`src/hw/rtl/adc_channel_moving_average_top_defines.svh`:
```
// ----------------------------------------------------------------------------
// adc_channel_moving_average_top_defines
// Assertion macros of the moving-average RTL.
// ----------------------------------------------------------------------------
// Each macro takes a label, clock, reset, antecedent and consequent.
`ifndef ADC_CHANNEL_MOVING_AVERAGE_TOP_DEFINES_SVH
`define ADC_CHANNEL_MOVING_AVERAGE_TOP_DEFINES_SVH

`ifndef NO_ASSERTIONS
// Same-cycle implication.
`define AMA_ASSERT_IMPLIES(label, clk, rst, ante, cons) \
   label: assert property (@(posedge clk) disable iff (rst) (ante) |-> (cons)) \
      else $error("moving average: same-cycle check failed");
// Next-cycle implication.
`define AMA_ASSERT_NEXT(label, clk, rst, ante, cons) \
   label: assert property (@(posedge clk) disable iff (rst) (ante) |=> (cons)) \
      else $error("moving average: next-cycle check failed");
`else
`define AMA_ASSERT_IMPLIES(label, clk, rst, ante, cons)
`define AMA_ASSERT_NEXT(label, clk, rst, ante, cons)
`endif

`endif

```
`src/hw/rtl/adc_ma_pkg.sv`:
```
// ----------------------------------------------------------------------------
// adc_ma_pkg
// Shared types and constants of the ADC channel moving-average filter.
// ----------------------------------------------------------------------------
package adc_ma_pkg;

   // Configuration port
   localparam int CSR_INDEX_BITS = 3;
   localparam int CSR_DATA_BITS  = 9;

   localparam logic [CSR_INDEX_BITS-1:0] CSR_WINDOW_SIZE    = 3'd0;
   localparam logic [CSR_INDEX_BITS-1:0] CSR_SELECT_UNIT    = 3'd1;
   localparam logic [CSR_INDEX_BITS-1:0] CSR_SELECT_CHANNEL = 3'd2;
   localparam logic [CSR_INDEX_BITS-1:0] CSR_UNIT0_COUNT    = 3'd3;
   localparam logic [CSR_INDEX_BITS-1:0] CSR_UNIT1_COUNT    = 3'd4;

   // Record tag widths
   localparam int UNIT_BITS    = 1;
   localparam int CHANNEL_BITS = 3;
   localparam int COUNT_BITS   = 4;

   // Register reset values
   localparam logic [CSR_DATA_BITS-1:0] WINDOW_SIZE_RST    = 9'd16;
   localparam logic [UNIT_BITS-1:0]     SELECT_UNIT_RST    = 1'b0;
   localparam logic [CHANNEL_BITS-1:0]  SELECT_CHANNEL_RST = 3'd0;
   localparam logic [COUNT_BITS-1:0]    UNIT0_COUNT_RST    = 4'd5;
   localparam logic [COUNT_BITS-1:0]    UNIT1_COUNT_RST    = 4'd1;

   // Commands from the top level to the window store
   typedef struct packed {
      logic clear;   // empty the window, sum and position
      logic fetch;   // read the entry at the write position
      logic commit;  // write the new sample and update the sum
   } win_ctrl_type;

   // Divider status
   typedef struct packed {
      logic busy;
      logic done;
   } div_stat_type;

endpackage

```
`src/hw/rtl/adc_ma_window.sv`:
```
// ----------------------------------------------------------------------------
// adc_ma_window
// Circular sample store with running sum and write position. One synchronous
// memory, read in the cycle before the read-modify-write commit.
// ----------------------------------------------------------------------------
module adc_ma_window
   import adc_ma_pkg::*;
#(
   parameter int WINDOW_MAX  = 256,
   parameter int SAMPLE_BITS = 12
) (
   input  logic                                      clock,
   input  logic                                      reset,
   input  win_ctrl_type                              ctrl,
   input  logic [$clog2(WINDOW_MAX+1)-1:0]           win,
   input  logic [SAMPLE_BITS-1:0]                    sample,
   output logic [SAMPLE_BITS+$clog2(WINDOW_MAX)-1:0] sum
);

   localparam int IDX_BITS = $clog2(WINDOW_MAX);
   localparam int WIN_BITS = $clog2(WINDOW_MAX+1);
   localparam int SUM_BITS = SAMPLE_BITS + IDX_BITS;

   logic [SAMPLE_BITS-1:0] window_mem_ff [WINDOW_MAX];
   logic [SAMPLE_BITS-1:0] rd_data_ff;
   logic [IDX_BITS-1:0]    pos_ff, pos_in;
   logic [SUM_BITS-1:0]    sum_ff, sum_in;
   logic                   wrapped_ff, wrapped_in;
   logic [SAMPLE_BITS-1:0] old_sample;
   logic [WIN_BITS-1:0]    pos_next;
   logic                   pos_wrap;

   // Memory: one write and one registered read per cycle
   always_ff @(posedge clock) begin
      if (ctrl.commit) begin
         window_mem_ff[pos_ff] <= sample;
      end
      if (ctrl.fetch) begin
         rd_data_ff <= window_mem_ff[pos_ff];
      end
   end

   // Entries are filled in order from zero, so until the first wrap the
   // entry at the write position was never written and counts as zero
   assign old_sample = wrapped_ff ? rd_data_ff : '0;

   assign sum_in   = sum_ff + SUM_BITS'(sample) - SUM_BITS'(old_sample);
   assign pos_next = WIN_BITS'(pos_ff) + WIN_BITS'(1);
   assign pos_wrap = (pos_next >= win);
   assign pos_in   = pos_wrap ? '0 : IDX_BITS'(pos_next);
   assign wrapped_in = wrapped_ff | pos_wrap;

   // Advance sum and position on commit, drop everything on clear
   always_ff @(posedge clock) begin
      if (reset || ctrl.clear) begin
         pos_ff     <= '0;
         sum_ff     <= '0;
         wrapped_ff <= 1'b0;
      end else if (ctrl.commit) begin
         pos_ff     <= pos_in;
         sum_ff     <= sum_in;
         wrapped_ff <= wrapped_in;
      end
   end

   assign sum = sum_ff;

endmodule

```
`src/hw/rtl/adc_ma_div.sv`:
```
// ----------------------------------------------------------------------------
// adc_ma_div
// Restoring unsigned divider, one quotient bit per cycle.
// ----------------------------------------------------------------------------
module adc_ma_div
   import adc_ma_pkg::*;
#(
   parameter int DIVIDEND_BITS = 20,
   parameter int DIVISOR_BITS  = 9
) (
   input  logic                     clock,
   input  logic                     reset,
   input  logic                     start,
   input  logic [DIVIDEND_BITS-1:0] dividend,
   input  logic [DIVISOR_BITS-1:0]  divisor,
   output logic [DIVIDEND_BITS-1:0] quotient,
   output div_stat_type             status
);

   localparam int CNT_BITS = $clog2(DIVIDEND_BITS+1);

   logic [DIVIDEND_BITS-1:0] quo_ff, quo_in;
   logic [DIVISOR_BITS-1:0]  rem_ff, rem_in;
   logic [DIVISOR_BITS-1:0]  div_ff;
   logic [CNT_BITS-1:0]      count_ff;
   logic                     done_ff;
   logic [DIVISOR_BITS:0]    rem_shift;
   logic [DIVISOR_BITS:0]    rem_diff;
   logic                     fits;

   // One restoring step: bring down the next dividend bit, try a subtract
   assign rem_shift = {rem_ff, quo_ff[DIVIDEND_BITS-1]};
   assign rem_diff  = rem_shift - {1'b0, div_ff};
   assign fits      = (rem_shift >= {1'b0, div_ff});
   assign rem_in    = fits ? rem_diff[DIVISOR_BITS-1:0] : rem_shift[DIVISOR_BITS-1:0];
   assign quo_in    = {quo_ff[DIVIDEND_BITS-2:0], fits};

   // Datapath: load on start, iterate while the count runs
   always_ff @(posedge clock) begin
      if (start) begin
         quo_ff <= dividend;
         rem_ff <= '0;
         div_ff <= divisor;
      end else if (count_ff != '0) begin
         quo_ff <= quo_in;
         rem_ff <= rem_in;
      end
   end

   // Step counter and done pulse
   always_ff @(posedge clock) begin
      if (reset) begin
         count_ff <= '0;
         done_ff  <= 1'b0;
      end else if (start) begin
         count_ff <= CNT_BITS'(DIVIDEND_BITS);
         done_ff  <= 1'b0;
      end else begin
         done_ff <= (count_ff == CNT_BITS'(1));
         if (count_ff != '0) begin
            count_ff <= count_ff - CNT_BITS'(1);
         end
      end
   end

   assign quotient    = quo_ff;
   assign status.busy = (count_ff != '0);
   assign status.done = done_ff;

endmodule

```
`src/hw/rtl/adc_channel_moving_average_top.sv`:
```
// ----------------------------------------------------------------------------
// adc_channel_moving_average_top
// Sliding-window moving average over one selected ADC unit and channel.
// ----------------------------------------------------------------------------
// Each record on the req_ stream is checked against the channel count of its
// unit and against the selected unit and channel; a record that fails either
// check is consumed on transfer and gives no result. A matching record
// replaces the oldest sample of a circular window held in a single-port
// synchronous RAM (read, then written back in the next cycle), updates the
// running sum, and yields sum / window on the rsp_ stream. A matching record
// passes through the commit, the divider start, the bit-serial division (one
// quotient bit per cycle) and the output step, which waits until the output
// register is free; the next record is taken once the result sits in the
// output register. Writing window_size, even with its current value, empties
// the window; this takes effect at once and needs no clearing pass, since
// unwritten entries read as zero until the write position first wraps.
// ----------------------------------------------------------------------------
`include "adc_channel_moving_average_top_defines.svh"

module adc_channel_moving_average_top
   import adc_ma_pkg::*;
#(
   parameter int WINDOW_MAX  = 256,
   parameter int SAMPLE_BITS = 12
) (
   input  logic                                   clock,
   input  logic                                   reset,
   // Record stream
   input  logic                                   req_tvalid,
   output logic                                   req_tready,
   // tdata: unit [0], channel [3:1], sample [3+SAMPLE_BITS:4], zero fill
   input  logic [((SAMPLE_BITS+4+7)/8)*8-1:0]     req_tdata,
   // Result stream
   output logic                                   rsp_tvalid,
   input  logic                                   rsp_tready,
   // tdata: average [SAMPLE_BITS-1:0], zero fill
   output logic [((SAMPLE_BITS+7)/8)*8-1:0]       rsp_tdata,
   // Configuration write port
   input  logic                                   csr_we,
   input  logic [CSR_INDEX_BITS-1:0]              csr_index,
   input  logic [CSR_DATA_BITS-1:0]               csr_wdata
);

   localparam int IDX_BITS = $clog2(WINDOW_MAX);
   localparam int WIN_BITS = $clog2(WINDOW_MAX+1);
   localparam int SUM_BITS = SAMPLE_BITS + IDX_BITS;
   localparam int RSP_BITS = ((SAMPLE_BITS+7)/8)*8;

   typedef enum logic [2:0] {
      ST_IDLE,
      ST_UPDATE,
      ST_START,
      ST_DIV,
      ST_OUT
   } state_type;

   state_type                state_ff;
   logic [CSR_DATA_BITS-1:0] window_size_ff;
   logic [UNIT_BITS-1:0]     select_unit_ff;
   logic [CHANNEL_BITS-1:0]  select_channel_ff;
   logic [COUNT_BITS-1:0]    unit0_count_ff;
   logic [COUNT_BITS-1:0]    unit1_count_ff;
   logic [SAMPLE_BITS-1:0]   sample_ff;
   logic                     rsp_tvalid_ff;
   logic [SAMPLE_BITS-1:0]   average_ff, average_in;

   logic [UNIT_BITS-1:0]     req_unit;
   logic [CHANNEL_BITS-1:0]  req_channel;
   logic [SAMPLE_BITS-1:0]   req_sample;
   logic [COUNT_BITS-1:0]    unit_count;
   logic                     req_xfer;
   logic                     req_match;
   logic                     out_free;
   logic [WIN_BITS-1:0]      win;
   logic [SUM_BITS-1:0]      sum;
   logic [SUM_BITS-1:0]      quotient;
   win_ctrl_type             win_ctrl;
   div_stat_type             div_stat;

   // Unpack the record
   assign req_unit    = req_tdata[0];
   assign req_channel = req_tdata[3:1];
   assign req_sample  = req_tdata[4 +: SAMPLE_BITS];

   // Keep channels below the unit's count and only the selected pair
   assign unit_count = (req_unit != '0) ? unit1_count_ff : unit0_count_ff;
   assign req_match  = (COUNT_BITS'(req_channel) < unit_count)
                     && (req_unit == select_unit_ff)
                     && (req_channel == select_channel_ff);

   assign req_tready = (state_ff == ST_IDLE);
   assign req_xfer   = req_tvalid && req_tready;
   assign out_free   = !rsp_tvalid_ff || rsp_tready;

   // Effective window: zero acts as one, large values saturate
   always_comb begin
      if (window_size_ff == '0) begin
         win = WIN_BITS'(1);
      end else if (32'(window_size_ff) > 32'(WINDOW_MAX)) begin
         win = WIN_BITS'(WINDOW_MAX);
      end else begin
         win = WIN_BITS'(window_size_ff);
      end
   end

   // Saturate the quotient to the sample range
   assign average_in = (quotient[SUM_BITS-1:SAMPLE_BITS] != '0) ? '1
                     : quotient[SAMPLE_BITS-1:0];

   // Configuration registers
   always_ff @(posedge clock) begin
      if (reset) begin
         window_size_ff    <= WINDOW_SIZE_RST;
         select_unit_ff    <= SELECT_UNIT_RST;
         select_channel_ff <= SELECT_CHANNEL_RST;
         unit0_count_ff    <= UNIT0_COUNT_RST;
         unit1_count_ff    <= UNIT1_COUNT_RST;
      end else if (csr_we) begin
         case (csr_index)
            CSR_WINDOW_SIZE:    window_size_ff    <= csr_wdata;
            CSR_SELECT_UNIT:    select_unit_ff    <= csr_wdata[UNIT_BITS-1:0];
            CSR_SELECT_CHANNEL: select_channel_ff <= csr_wdata[CHANNEL_BITS-1:0];
            CSR_UNIT0_COUNT:    unit0_count_ff    <= csr_wdata[COUNT_BITS-1:0];
            CSR_UNIT1_COUNT:    unit1_count_ff    <= csr_wdata[COUNT_BITS-1:0];
            default: ;
         endcase
      end
   end

   // Store commands
   assign win_ctrl.clear  = csr_we && (csr_index == CSR_WINDOW_SIZE);
   assign win_ctrl.fetch  = req_xfer && req_match;
   assign win_ctrl.commit = (state_ff == ST_UPDATE);

   // Sequencer with result register
   always_ff @(posedge clock) begin
      if (reset) begin
         state_ff      <= ST_IDLE;
         rsp_tvalid_ff <= 1'b0;
      end else begin
         // drop a taken result unless the output step reloads it
         if (rsp_tvalid_ff && rsp_tready && (state_ff != ST_OUT)) begin
            rsp_tvalid_ff <= 1'b0;
         end
         case (state_ff)
            ST_IDLE: begin
               if (req_xfer && req_match) begin
                  sample_ff <= req_sample;
                  state_ff  <= ST_UPDATE;
               end
            end
            ST_UPDATE: state_ff <= ST_START;
            ST_START:  state_ff <= ST_DIV;
            ST_DIV: begin
               if (div_stat.done) begin
                  state_ff <= ST_OUT;
               end
            end
            ST_OUT: begin
               if (out_free) begin
                  average_ff    <= average_in;
                  rsp_tvalid_ff <= 1'b1;
                  state_ff      <= ST_IDLE;
               end
            end
            default: state_ff <= ST_IDLE;
         endcase
      end
   end

   adc_ma_window #(
      .WINDOW_MAX  (WINDOW_MAX),
      .SAMPLE_BITS (SAMPLE_BITS)
   ) u_window (
      .clock  (clock),
      .reset  (reset),
      .ctrl   (win_ctrl),
      .win    (win),
      .sample (sample_ff),
      .sum    (sum)
   );

   adc_ma_div #(
      .DIVIDEND_BITS (SUM_BITS),
      .DIVISOR_BITS  (WIN_BITS)
   ) u_div (
      .clock    (clock),
      .reset    (reset),
      .start    (state_ff == ST_START),
      .dividend (sum),
      .divisor  (win),
      .quotient (quotient),
      .status   (div_stat)
   );

   assign rsp_tvalid = rsp_tvalid_ff;
   assign rsp_tdata  = RSP_BITS'(average_ff);

   // A finished division is only seen while the sequencer waits for it
   `AMA_ASSERT_IMPLIES(a_done_in_div, clock, reset, div_stat.done, state_ff == ST_DIV)
   // No new record is taken while the divider still runs
   `AMA_ASSERT_IMPLIES(a_idle_div_quiet, clock, reset, req_tready, !div_stat.busy)
   // A result appears only after the sequencer passed through the output step
   `AMA_ASSERT_IMPLIES(a_rsp_from_out, clock, reset, $rose(rsp_tvalid_ff), $past(state_ff) == ST_OUT)
   // A commit is followed by the divider start
   `AMA_ASSERT_NEXT(a_commit_then_start, clock, reset, win_ctrl.commit, state_ff == ST_START)

endmodule
```
`config.mk`:
```
export PLATFORM = sky130hd
export DESIGN_NAME = adc_channel_moving_average_top
export DESIGN_NICKNAME = d
export VERILOG_FILES = /design/src/hw/rtl/adc_ma_pkg.sv /design/src/hw/rtl/adc_ma_window.sv /design/src/hw/rtl/adc_ma_div.sv /design/src/hw/rtl/adc_channel_moving_average_top.sv
export VERILOG_INCLUDE_DIRS = /design/src /design/src/hw/rtl
export SDC_FILE = /design/constraint.sdc
export NUM_CORES = 2
export LEC_CHECK = 0
export BUFFER_PORTS_ARGS = -buffer_cell sky130_fd_sc_hd__buf_2
export CORE_MARGIN = 4
export CORE_UTILIZATION = 60
export DETAILED_ROUTE_END_ITERATION = 10
export GPL_ROUTABILITY_DRIVEN = 1
export GPL_TIMING_DRIVEN = 0
export HOLD_SLACK_MARGIN = 0.05
export PLACE_DENSITY = 0.76
export SETUP_SLACK_MARGIN = 0.02
export SLEW_MARGIN = 5
export SYNTH_ARGS = -nofsm -noshare
export SYNTH_HDL_FRONTEND = slang
export SYNTH_SLANG_ARGS = --single-unit
export TNS_END_PERCENT = 50
```
`constraint.sdc`:
```
create_clock -name clock -period 19.7 [get_ports clock]
set_input_delay 4.925 -clock clock [delete_from_list [all_inputs] [get_ports clock]]
set_output_delay 4.925 -clock clock [all_outputs]
set_load 0.01 [all_outputs]
```
======== Word-level counts from Yosys, hierarchy flattened ========
Memories as Yosys holds them, arrays and structs flattened. A register that Yosys moved wholly into a read port is not among the register bits.
Cells that the tools add are included.
storage, ports and cells
  register bits ........................... 122
  bits in writable memories ............... 3072
  input bits .............................. 33
  output and inout bits ................... 18
  memories ................................ 1
memories
  memory                  depth  bits a word  rd ports  clocked after memory_dff  write ports  RTL line             RTL
  u_window.window_mem_ff  256    12           1         1                         1            adc_ma_window.sv:24  logic [SAMPLE_BITS-1:0] window_mem_ff [WINDOW_MAX];
operators by class
  add/sub/neg operators ................... 5
  $lt $le $gt $ge ......................... 4
  eq/ne operators ......................... 15
  mux-type cells .......................... 19
  bitwise operators ....................... 2
  reductions and logical operators ........ 25
operators by type and width
  operator               number
  $mux W20               2
  $mux W9                3
  $add A20 B12 Y20       1
  $sub A20 B12 Y20       1
  $pmux W3 S5            1
  $eq A3 B2 Y1 const B   4
  $mux W12               1
  $ge A10 B9 Y1          1
  $mux W5                2
  $reduce_and A2 Y1      5
  $add A8 B1 Y9 const B  1
  $ge A9 B9 Y1           1
  $gt A9 B9 Y1 const B   1
  $logic_not A9 Y1       1
  $mux W3                3
  $reduce_and A3 Y1      3
  $sub A9 B9 Y9          1
  $mux W8                1
  $reduce_bool A8 Y1     1
  $logic_and A1 B1 Y1    7
  $eq A3 B1 Y1 const B   2
  $eq A3 B3 Y1 const B   2
  $logic_not A3 Y1       2
  $eq A5 B1 Y1 const B   1
  other kinds (16)       22

======== Longest topological paths before layout ========
  depth after elaboration ................. 7
  depth in mapped cells ................... 16

======== Modules after synthesis ========
Synthesis repeated with hierarchy kept, for this count alone.
second synthesis, totals
  cell total of the unflattened synthesis .. 5722
  area, all modules ....................... 125387.8 µm²
by module, submodules not included
  module                          instances  cells each  area each (µm²)  sequential area each (µm²)
  adc_ma_window                   1          5349        121057.4         93189.4
  adc_ma_div                      1          189         2287.2           1171.1
  adc_channel_moving_average_top  1          184         2043.2           1221.2

======== Worst setup path after synthesis ========
Ideal clock, no wire load.
  path type ............................... input port to flip-flop
  start point ............................. in req_tdata[0]
  end point ............................... reg sample_ff[0] (enable)
  setup time .............................. 380 ps
  data arrival time ....................... 6707 ps
  required time ........................... 19320 ps
  setup slack ............................. 12613 ps
  cell stages on the path ................. 8
  path buffers ............................ 1
  cell sequence ........................... clkbuf_1 mux2i_1 ha_1 o21a_1 o21a_1 o21ai_0 nand4_1 nor2_1
on the way
  word-level cells in the longest chain between the ends .. 6
  elaborated cells on any way between the ends .. 7
  those cells by class .................... order compare: 1; eq/ne: 1; mux: 1; reduce/logical: 4
ends and longest elaborated chain
  what                                  RTL line                               RTL
  from (decl)                           adc_channel_moving_average_top.sv:32   input logic [((SAMPLE_BITS+4+7)/8)*8-1:0] req_tdata,
  $mux W4                               adc_channel_moving_average_top.sv:86   assign unit_count = (req_unit != '0) ? unit1_count_ff : unit0_count_ff;
  $lt A3 B4 Y1                          adc_channel_moving_average_top.sv:87   assign req_match = (COUNT_BITS'(req_channel) < unit_count)
  $logic_and A1 B1 Y1 *                 adc_channel_moving_average_top.sv:88   && (req_unit == select_unit_ff)
  $logic_and A1 B1 Y1 *                 adc_channel_moving_average_top.sv:89   && (req_channel == select_channel_ff);
  $logic_and A1 B1 Y1 *                 adc_channel_moving_average_top.sv:147  if (req_xfer && req_match) begin
  $reduce_and A3 Y1 (no source line) *  -
  to (signal assigned)                  adc_channel_moving_average_top.sv:148  sample_ff <= req_sample;
  to (decl)                             adc_channel_moving_average_top.sv:63   logic [SAMPLE_BITS-1:0] sample_ff;
Every way passes the cells marked *; elsewhere a longest branch is shown, timed or not.
A chain may end at the register's enable or synchronous reset.

======== Worst setup path after layout ========
  start point ............................. reg u_window.pos_ff[3]
  end point ............................... mem u_window.window_mem_ff[89][6] (enable)
RTL lines
  what                    RTL line             RTL
  from (decl)             adc_ma_window.sv:26  logic [IDX_BITS-1:0] pos_ff, pos_in;
  from (signal assigned)  adc_ma_window.sv:60  pos_ff <= pos_in;
  to (decl)               adc_ma_window.sv:24
No word-level cell before the write port.

==> impl_metrics.csv <==
group,metric,value,unit
global_routing,grt_pass1_wl,651.1,mm
sta,setup_viol,0,
worst_setup_path,worstSetupPathType,"flip-flop to flip-flop",
sta,clock_skew,0.05729,ns
sta,slew_headroom,-12.38,%
clock_network,clk_latency,0.99,ns
clock_network,cts_setup_buffers,0,
finish,fin_cells,9409,
power,swShare,23.00,%
placement,hpwl,319.3,mm
routing,drc_errors,2,
power,p_leak,0.04583,µW
clock_network,cts_tree,"done",
floorplanning,die_area,215900,µm²
sta,fmax,134.3,MHz
global_routing,grtUsageTotal,46.56,%
placement,port_buffers,44,
worst_setup_path,crit_chain,"inv_2 -> buf_2 -> buf_2 -> buf_2 -> buf_2 -> nor3_1 -> nand2_1 -> clkbuf_2 -> nor2_1",
clock_network,ctsHoldBuffers,0,
worst_setup_path,crit_arrival,8.02,ns
synth,synth-seq-cells,3206,
worst_setup_path,crit_top_cell,"buf_2",
routing,num_vias,73860,
clock_network,cts.repair.resized,0,
clock_network,cts_max_level,5,
power,internal-power,11430,µW
routing,drt-pass1-iter-count,11,
floorplanning,ios,51,
worst_setup_path,path_max_fanout,12,
synth,netlist_area,125100,µm²
routing,drt_iter0_markers,16600,
placement,dp.cells,8795,
routing,postRouteAntennaNets,0,
min_path,hold_path.class,"flip-flop to flip-flop",
routing,wl_per_cell,52.94,µm
global_routing,grt_pass1_vias,69420,
synth,ys_warn_count,0,
floorplanning,die_y,464.7,µm
finish,fin_util,70.58,%
power,combinationalPowerShare,7.4,%
status,failed_checks,"design-rule violations, max-capacitance violations, max-slew violations",
finish,fin_nets,6430,
floorplanning,die_w,464.7,µm
finish,nFillCells,11730,
synth,ys_types,72,
floorplanning,fp.coreArea,207300,µm²
worst_setup_path,required,20.27,ns
sta,rsz0062_at_grt,"no",
power,p_seq_share,50.4,%
worst_setup_path,endpoint_kind,"flip-flop",
finish,final_cell_mix,"edfxtp_1 (3137), mux4_2 (945), clkbuf_16 (337)",
sta,hold_slack,0.4516,ns
clock_network,cts.clk_slew.worst_paths,0.06,ns
worst_setup_path,critPathSlowestCell,"nand2_1",
power,ir_worst_vdd,0.1179,mV
job,maxCapViolations,6,
sta,worst_pin_slew,1.686,ns
clock_network,cts.sinks,3206,
synth,syn_area_per_cell,22.10,µm²
synth,yosysSeqAreaShare,76.38,%
finish,area_growth,16.92,%
synth,synthArstFlopShare,0,%
floorplanning,rows,167,
sta,min_period,7.445,ns
synth,syn_inst,5662,
floorplanning,start_util,60.37,%
sta,final-max-slew-violation-count,39,
worst_setup_path,max_stage_delay,0.95,ns
power,power_frac_clock,42.3,%
status,status,"complete, but fails checks",
sta,hold_viol,0,
sta,setup_tns,0,ns
routing,drt_wl_total,498.1,mm
worst_setup_path,cp.buffers_inverters,6,
global_routing,grt_max_degree,36,
clock_network,cts_max_path_buffers,4,
power,p_switching,3413,µW
clock_network,root_buffer,"clkbuf_16",
sta,finalCritPeriodShare,37.79,%
clock_network,numCtsBuffers,329,
finish,drive_gt1_share,33.74,%
routing,via_per_inst,7.850,
power,powerDensity,101.5,nW/µm²
finish,layout_commonest_cell,"edfxtp_1",
synth,ys.flop_type,"edfxtp_1",
worst_setup_path,crit_family,"buffers and inverters",
worst_setup_path,cp-start-kind,"flip-flop",
placement,place_congestion,1.067,
global_routing,overflow,0,
synth,synth_edf_count,3137,
global_routing,antenna_found_initial,61,
power by group through the flow:
stage | Clock [µW] | Combinational [µW] | Sequential (µW)
2_1_floorplan | 0 | 606 | 7620
3_3_place_gp | 0 | 984 | 7630
3_5_place_dp | 0 | 1020 | 7620
4_1_cts | 6200 | 1040 | 7480
5_1_grt | 6520 | 1100 | 7480
6_report | 6270 | 1100 | 7470
kinds of logic (layout without fill, tap and decap cells):
family,count (synthesis),in the layout,synth area share [%]
and+or+nand+nor,720,720,2.558
xor gates and xnor gates,37,37,0.2590
AOI/OAI and AO/OA,233,233,1.225
other,1,49,0.002997
adders and majority gates,59,59,0.6679
buffers and inverters,409,1320,1.481
DFF,3206,3206,76.38
muxes,997,997,17.42
layout make-up:
type | count | area, µm² | share of cell area (%)
diodes | 45 | 112.6 | 0.07697
inverters | 93 | 349.1 | 0.2386
repair buffers | 342 | 6420 | 4.388
flip-flops and latches | 3206 | 95580 | 65.33
well taps | 2788 | 3488 | 2.384
multi-input cells | 2050 | 28310 | 19.35
clock inverters | 177 | 1767 | 1.208
plain buffers | 316 | 1634 | 1.117
clock buffers | 392 | 8640 | 5.905
registers in the layout, indices dropped and copies added (netlist names), 3 cells and up:
signal                  count
window_size_ff              9
u_window.rd_data_ff        12
unit1_count_ff              4
unit0_count_ff              4
u_window.pos_ff             8
u_div.quotient             20
sample_ff                  12
u_div.count_ff              5
u_div.div_ff                9
u_window.sum               20
u_window.window_mem_ff   3072
average_ff                 12
state_ff                    3
select_channel_ff           3
u_div.rem_ff                9
worst reg2reg max path: cells and delay by family (launching register included):
kind / cells / cell delay [ns]
AND/OR/NAND/NOR: 3 / 1.77
buffers and inverters: 6 / 4.71
flip-flops: 1 / 0.56
Yosys cell counts (11+ instances only):
cell	number	share of area (%)
buf_6	14	0.13
a31oi_1	11	0.055
buf_1	29	0.087
a22oi_1	18	0.11
buf_4	30	0.18
dfxtp_1	69	1.1
xnor2_1	22	0.15
mux4_2	945	17
xor2_1	15	0.10
a21oi_1	73	0.29
buf_2	80	0.32
and2_1	20	0.10
ha_1	46	0.46
or2_2	13	0.065
edfxtp_1	3137	75
nor3_1	32	0.13
o21ai_0	36	0.14
nand2b_1	18	0.090
nand2_1	163	0.49
clkbuf_1	163	0.49
inv_1	91	0.27
nand3_1	36	0.14
nand4_1	21	0.10
nor2_1	331	0.99
fa_1	13	0.21
mux2i_1	51	0.41
nor2b_1	57	0.28
nor4_1	11	0.055
worst paths after layout:
| kind | from | depth (start not counted) | endpoint | slack (ns) |
|---|---|---|---|---|
| hold reg to reg | u_window.sum[11]$_SDFFE_PP0P_ | 2 | u_window.sum[11]$_SDFFE_PP0P_ | 0.45 |
| setup / recovery | u_window.pos_ff[3]$_SDFFE_PP0P_ | 9 | u_window.window_mem_ff[89][6]$_DFFE_PP_ | 12.25 |
| setup reg to reg | u_window.pos_ff[3]$_SDFFE_PP0P_ | 9 | u_window.window_mem_ff[89][6]$_DFFE_PP_ | 12.25 |
| hold / removal | u_window.sum[11]$_SDFFE_PP0P_ | 2 | u_window.sum[11]$_SDFFE_PP0P_ | 0.45 |
per-stage QoR:
step                power [µW]  worst slack, ns  cell area [µm²]
finish                   14840            12.25           146300
global route             15100            12.60           146200
CTS                      14710            12.61           146100
detailed placement        8642            11.87           135700
global placement          8617            10.01           128900
floorplan                 8223            12.61           125100
layer usage:
layer | part of all wire [%] | vias up | GRT usage [%] | wire length, µm
li1 | - | 25060 | - | -
met1 | 29 | 37290 | 53.72 | 142700
met2 | 41 | 9076 | 62.32 | 206200
met3 | 19 | 2399 | 26.87 | 94220
met4 | 11 | 44 | 38.77 | 54120
met5 | 0.17 | - | 2.429 | 867
(Power assumes the default switching activity.)
